===== src/rtl/smpcf_pkg.sv =====
// Shared constants, codes and types of the shadow map PCF sampler.
// No dependencies; every other rtl file refers to it by scoped names.
`default_nettype none

package smpcf_pkg;

    localparam int MAP_BITS  = 10;
    localparam int MAP_WIDTH = 1 << MAP_BITS;
    localparam int ADDR_W    = 2 * MAP_BITS;
    localparam int BANK_AW   = ADDR_W - 2;
    localparam int TEXEL_W   = 16;
    localparam int MAT_W     = 32;
    localparam int PROJ_W    = 50;
    localparam int MAG_W     = 49;
    localparam int NUM_W     = 73;
    localparam int Q_W       = 30;
    localparam int CMP_W     = MAG_W + Q_W;
    localparam int U_W       = 32;
    localparam int D_W       = 26;
    localparam int DQ_W      = 24;
    localparam int CB_W      = 16;
    localparam int DB_W      = 24;
    localparam int VIS_W     = 17;
    localparam int WGT_W     = 17;
    localparam int TERM_W    = 25;

    localparam logic [1:0] MODE_TEXEL  = 2'd0;
    localparam logic [1:0] MODE_MATRIX = 2'd1;
    localparam logic [1:0] MODE_QUERY  = 2'd2;

    localparam logic [1:0] CFG_COORD_BIAS = 2'd0;
    localparam logic [1:0] CFG_DEPTH_BIAS = 2'd1;
    localparam logic [1:0] CFG_USE_MAP    = 2'd2;
    localparam logic [1:0] CFG_MAP_LOADED = 2'd3;

    localparam logic signed [CB_W-1:0]  COORD_BIAS_RST = -16'sd128;
    localparam logic signed [DB_W-1:0]  DEPTH_BIAS_RST = -24'sd10240;
    localparam logic signed [MAT_W-1:0] MAT_ONE        = 32'sd65536;
    localparam logic [VIS_W-1:0]        FULL_VIS       = 17'h10000;
    localparam logic [DQ_W-1:0]         DEPTH_MAX_Q8   = DQ_W'(65535 * 256);
    localparam logic [Q_W:0]            COORD_SAT      = (Q_W+1)'(1) << Q_W;

    // sideband that travels alongside the projection and divide pipeline
    typedef struct packed {
        logic               qv;
        logic               wv;
        logic [ADDR_W-1:0]  widx;
        logic [TEXEL_W-1:0] wdat;
        logic               full;
        logic               negx;
        logic               negy;
        logic               satx;
        logic               saty;
        logic               zzero;
        logic               zge;
    } t_side;

    // one query as it enters the filter, aligned with the texel read data
    typedef struct packed {
        logic                  qv;
        logic                  full;
        logic [7:0]            fx;
        logic [7:0]            fy;
        logic                  xpar;
        logic                  ypar;
        logic signed [D_W-1:0] d;
    } t_smp;

endpackage

`default_nettype wire


===== src/rtl/smpcf_filter.sv =====
// Bilinear percentage-closer filter: weights and depth tests, weighted
// terms, then the sum. Three stages. Depends on smpcf_pkg.
`default_nettype none

module smpcf_filter (
    input  logic                                    i_clk,
    input  logic                                    i_rst_n,
    input  smpcf_pkg::t_smp                         i_smp,
    input  logic [3:0][smpcf_pkg::TEXEL_W-1:0]      i_rdata,
    output logic                                    o_valid,
    output logic [smpcf_pkg::VIS_W-1:0]             o_vis
);

    logic [smpcf_pkg::WGT_W-1:0]  r_wgt [4];
    logic [3:0]                   r_gt;
    logic [3:0]                   r_eq;
    logic [7:0]                   r_df;
    logic                         r_v1;
    logic                         r_f1;
    logic [smpcf_pkg::TERM_W-1:0] r_term [4];
    logic                         r_v2;
    logic                         r_f2;
    logic [smpcf_pkg::TERM_W+1:0] sum;
    logic                         r_valid;
    logic [smpcf_pkg::VIS_W-1:0]  r_vis;

    always_ff @(posedge i_clk) begin
        logic [1:0]                    bsel;
        logic [smpcf_pkg::TEXEL_W-1:0] tex;
        logic [8:0]                    wx;
        logic [8:0]                    wy;
        logic signed [smpcf_pkg::D_W:0] tex_q8;
        for (int t = 0; t < 4; t++) begin
            bsel   = {i_smp.ypar ^ t[1], i_smp.xpar ^ t[0]};
            tex    = i_rdata[bsel];
            wx     = t[0] ? 9'(i_smp.fx) : 9'd256 - 9'(i_smp.fx);
            wy     = t[1] ? 9'(i_smp.fy) : 9'd256 - 9'(i_smp.fy);
            tex_q8 = signed'((smpcf_pkg::D_W+1)'({tex, 8'h00}));
            r_wgt[t] <= smpcf_pkg::WGT_W'(wx) * smpcf_pkg::WGT_W'(wy);
            r_gt[t]  <= tex_q8 > (smpcf_pkg::D_W+1)'(signed'(i_smp.d));
            // equality against the integer part, only for non-negative depth
            r_eq[t]  <= !i_smp.d[smpcf_pkg::D_W-1]
                     && (i_smp.d[smpcf_pkg::D_W-1:8] == (smpcf_pkg::D_W-8)'(tex));
        end
        r_df <= i_smp.d[7:0];
        r_f1 <= i_smp.full;
    end

    always_ff @(posedge i_clk) begin
        for (int t = 0; t < 4; t++) begin
            if (r_gt[t]) begin
                r_term[t] <= smpcf_pkg::TERM_W'(r_wgt[t]) << 8;
            end else if (r_eq[t]) begin
                r_term[t] <= smpcf_pkg::TERM_W'(r_wgt[t])
                           * smpcf_pkg::TERM_W'(9'd256 - 9'(r_df));
            end else begin
                r_term[t] <= '0;
            end
        end
        r_f2 <= r_f1;
    end

    assign sum = (smpcf_pkg::TERM_W+2)'(r_term[0]) + (smpcf_pkg::TERM_W+2)'(r_term[1])
               + (smpcf_pkg::TERM_W+2)'(r_term[2]) + (smpcf_pkg::TERM_W+2)'(r_term[3]);

    always_ff @(posedge i_clk) begin
        r_vis <= r_f2 ? smpcf_pkg::FULL_VIS : sum[smpcf_pkg::VIS_W+7:8];
    end

    always_ff @(posedge i_clk) begin
        if (!i_rst_n) begin
            r_v1    <= 1'b0;
            r_v2    <= 1'b0;
            r_valid <= 1'b0;
        end else begin
            r_v1    <= i_smp.qv;
            r_v2    <= r_v1;
            r_valid <= r_v2;
        end
    end

    assign o_valid = r_valid;
    assign o_vis   = r_vis;

endmodule

`default_nettype wire


===== config.mk =====
export PLATFORM = sky130hd
export DESIGN_NAME = smpcf_filter
export DESIGN_NICKNAME = d
export VERILOG_FILES = /design/src/rtl/smpcf_pkg.sv /design/src/rtl/smpcf_filter.sv
export SDC_FILE = /design/constraint.sdc
export NUM_CORES = 2
export LEC_CHECK = 0
export BUFFER_PORTS_ARGS = -buffer_cell sky130_fd_sc_hd__buf_2
export CAP_MARGIN = 30
export CORE_MARGIN = 3
export CORE_UTILIZATION = 35
export DETAILED_ROUTE_END_ITERATION = 10
export GPL_TIMING_DRIVEN = 0
export HOLD_SLACK_MARGIN = 0.1
export PLACE_DENSITY = 0.51
export SYNTH_ARGS = -nofsm -noshare
export SYNTH_HDL_FRONTEND = slang
export SYNTH_SLANG_ARGS = --single-unit

===== constraint.sdc =====
create_clock -name i_clk -period 8.39 [get_ports i_clk]
set_input_delay 0.4195 -clock i_clk [delete_from_list [all_inputs] [get_ports i_clk]]
set_output_delay 0.4195 -clock i_clk [all_outputs]
set_load 0.02 [all_outputs]

==> impl_summary.txt <==
----------------------------------------------------
[Outcome]
  Run status ... complete, no violations

[Run]
  Max-cap check violation count ... 0

[Place]
  Final weighted congestion in routability-driven placement ... 0.903
  Post-placement cell count ... 6049
  DP Wirelength ... 100000 um
  Buffers on Ports ... 119

[Routing]
  Number of iterations in the first detailed-routing pass ... 5
  Violation count after the first detailed-routing iteration ... 1976
  Final wirelength ... 120000 um
  Remaining routing DRC violations ... 0
  Routed wirelength normalized by instance count ... 19.6 um
  Vias per cell ... 4.88
  Via total after detailed routing ... 29.8k
  Count of nets left with antenna violations after detail routing ... 0

[Worst setup path]
  Maximum fanout count along the critical path ... 10
  Flop-to-flop setup slack ... 0.35 ns
  Critical path startpoint category ... flop
  CP startpoint ... r_df[0]
  Category of the critical setup timing path ... reg2reg
  Cell with the largest stage delay on the worst path ... buf_1
  Critical path cell sequence ... inv_1 > ha_1 > nand3b_1 > nor3_1 > clkbuf_2 > buf_1 > nand2_1 > fa_1 > inv_1 > fa_1 > fa_1 > fa_1 > fa_1 > ha_1 > ha_1 > a21oi_1 > o21ai_0 > a21o_1 > o311ai_1 > nand2_1 > a311oi_1 > o211ai_1
  Arrival time at the worst endpoint ... 8.34 ns
  Element type at the critical path end ... flop
  Worst path required time ... 8.69 ns
  Delay contributed by the slowest stage of the critical path ... 0.71 ns
  Most prevalent standard cell on the critical path ... fa_1
  Critical R2R Launch ... r_df[0]

[Synth]
  Cell count after synthesis ... 4305
  Avg Synthesized Cell Area ... 9.39 um2
  Post-synth top area share ... 30.8%
  Netlist cell types ... 77
  Sequential area share after synthesis ... 12.5%
  Cell type with the largest total area after synthesis ... fa_1
  Top FF cell, synth ... dfxtp_1
  Synthesis-stage register bit count ... 202
  Most area-consuming cells after synthesis ... fa_1, ha_1, inv_1
  Number of flops mapped to enable cells by yosys ... 100
  Synth warnings ... 0
  Post-Synthesis Cell Area ... 40400 um2
  Asr flop ratio synth ... 0%

[Floorplan]
  Die Y-Extent ... 346 um
  Effective utilization at floorplan ... 35.3%
  Number of top-level pins ... 130
  Core Area ... 115000 um2
  Die area ... 120000 um2
  Die Wd ... 346 um
  Row count ... 124

[Cells and area]
  Count of placed standard cells in the final layout, fillers left out ... 6114
  Share of layout cells above drive strength 1 ... 6.13%
  Most common cell after layout, fill and taps aside ... inv_1
  Layout overhead on the synthesized area ... 10.2%
  Commonest cells after routing, fill and taps aside ... inv_1, fa_1, ha_1
  Number of nets in the final layout ... 5906
  Fill cells ... 11.7k

[Timing]
  Pin slew with the least headroom to its limit ... 1.06 ns
  Worst slew slack as a fraction of its limit ... 29.3%
  Setup repair after global routing missed its margin ... no
  Post-route minimum period ... 8.04 ns
  Period utilization ... 95.9%
  Setup-failing EPs final ... 0
  Max-slew violations ... 0
  Setup Skew ... 0.0213 ns
  Summed negative setup slack over all endpoints ... 0 ns
  Highest clock frequency the design can meet ... 0.124 GHz
  Number of hold violations in the final report ... 0
  WHS ... 0.214 ns

[Clocking]
  Clock tree from TritonCTS ... built
  Worst skew pair latency ... 0.57 ns
  Clock slew seen by the registers of the worst setup and hold paths ... 0.06 ns
  Number of clock buffers inserted by TritonCTS ... 27
  Max Root-Sink Buffers ... 3
  H-tree level count ... 1
  Buffer cell driving the clock tree root ... clkbuf_16
  CTS sink count ... 202

[Global route]
  Pin count of the biggest net entering global routing ... 14
  Vias in the first global route ... 31.1k
  Global-route wire length before repair ... 188000 um
  Number of antenna violations at the first check in global routing ... 7
  Global Route Usage Sum ... 20.3%
  Remaining global-route overflow ... 0

[Worst hold path]
  Worst hold path class ... in2reg
  Hold path startpoint ... i_smp[25]

----------------------------------------------------
## final timing paths
check / end / cells after the start
hold / removal: r_gt[1] / 3
setup reg to reg: r_term[0][24] / 22
setup / recovery: r_term[0][24] / 22
hold reg to reg: r_f2 / 0
## stage by stage
| stage | area [um2] | setup slack (ns) | utilization, % |
|---|---|---|---|
| final | 44600 | 0.346 | 38.9 |
| after detailed placement | 43500 | -0.0675 | 38.0 |
| after global placement | 43300 | -0.0646 | 37.8 |
| after global routing | 44600 | 0.0267 | 38.9 |
| after floorplan | 40800 | 1.83 | - |
| after CTS | 44500 | 0.165 | 38.9 |
## area by class of cell
| class | instances | area, um2 | area share (%) |
|---|---|---|---|
| flip-flops and latches | 202 | 5040 | 11.3 |
| repair buffers | 148 | 920 | 2.06 |
| multi-input cells | 3189 | 32000 | 71.7 |
| clock buffers | 33 | 771 | 1.73 |
| clock inverters | 16 | 149 | 0.334 |
| plain buffers | 188 | 711 | 1.60 |
| inverters | 825 | 3100 | 6.95 |
| well taps | 1512 | 1890 | 4.25 |
| diodes | 1 | 2.50 | 0.00562 |
## cells by family (layout without fill, tap and decap cells)
| logic type | Yosys count | in the layout | share of synthesized area, % |
|---|---|---|---|
| xor+xnor | 165 | 165 | 3.58 |
| fa+ha+maj | 1213 | 1213 | 49.1 |
| simple gates | 1251 | 1251 | 15.3 |
| compound gates | 394 | 394 | 6.48 |
| flops | 202 | 202 | 12.5 |
| mux | 66 | 66 | 3.62 |
| buf+inv | 1013 | 1210 | 9.41 |
| other cells | 1 | 101 | 0.00928 |
## critical path: cells and delay by family, from the launching register on
kind	cells	cell delay, ns
compound gates	6	1.61
fa+ha+maj	8	3.40
flops	1	0.35
simple gates	4	1.06
buf+inv	4	1.32
## routing by layer
layer	GRT usage, %	wire length [um]	vias to the layer above
li1	-	-	14000
met1	28.4	54900	15000
met2	34.2	56100	703
met3	1.97	5750	134
met4	4.33	3250	4
met5	0	27	-
## synthesized netlist by cell type, types with 4 or more instances
cell	n
dfxtp_1	102
mux4_2	64
nand4_1	15
nand3b_1	7
clkbuf_1	131
nand3_1	24
or2_2	7
o21bai_1	11
a31oi_1	9
o21ai_0	82
a22o_1	13
nor4_1	12
nor2b_1	25
a21boi_1	5
and3_1	12
nand2b_1	23
o41ai_1	9
xnor2_1	111
a31o_2	7
o21a_1	13
a21o_1	57
a21boi_0	6
edfxtp_1	100
ha_1	592
inv_1	824
fa_1	621
o31ai_1	6
a21oi_1	99
nor3_1	35
o211ai_1	8
nand2_1	514
or3_1	10
o21ai_1	24
and2_1	433
o2111ai_1	4
buf_1	56
o31a_1	5
xor2_1	54
nor2_1	119
## state kept, by name (all words and copies together), names as in the netlist
register,cells
r_wgt,64
r_f1,1
o_vis,17
r_term,100
o_valid,1
r_gt,4
r_v2,1
r_df,8
r_f2,1
r_eq,4
r_v1,1
## what timing repair did
action / CTS / global route
hold buffers: 12 / 0
setup endpoints to repair: 2 / 4
buffers inserted: 0 / 0
hold endpoints to repair: 12 / 0
resized for setup: 1 / 6
Power is left out: the tool's default activity adds up to more than one toggle a clock period on the data nets, which glitch-free logic cannot reach.
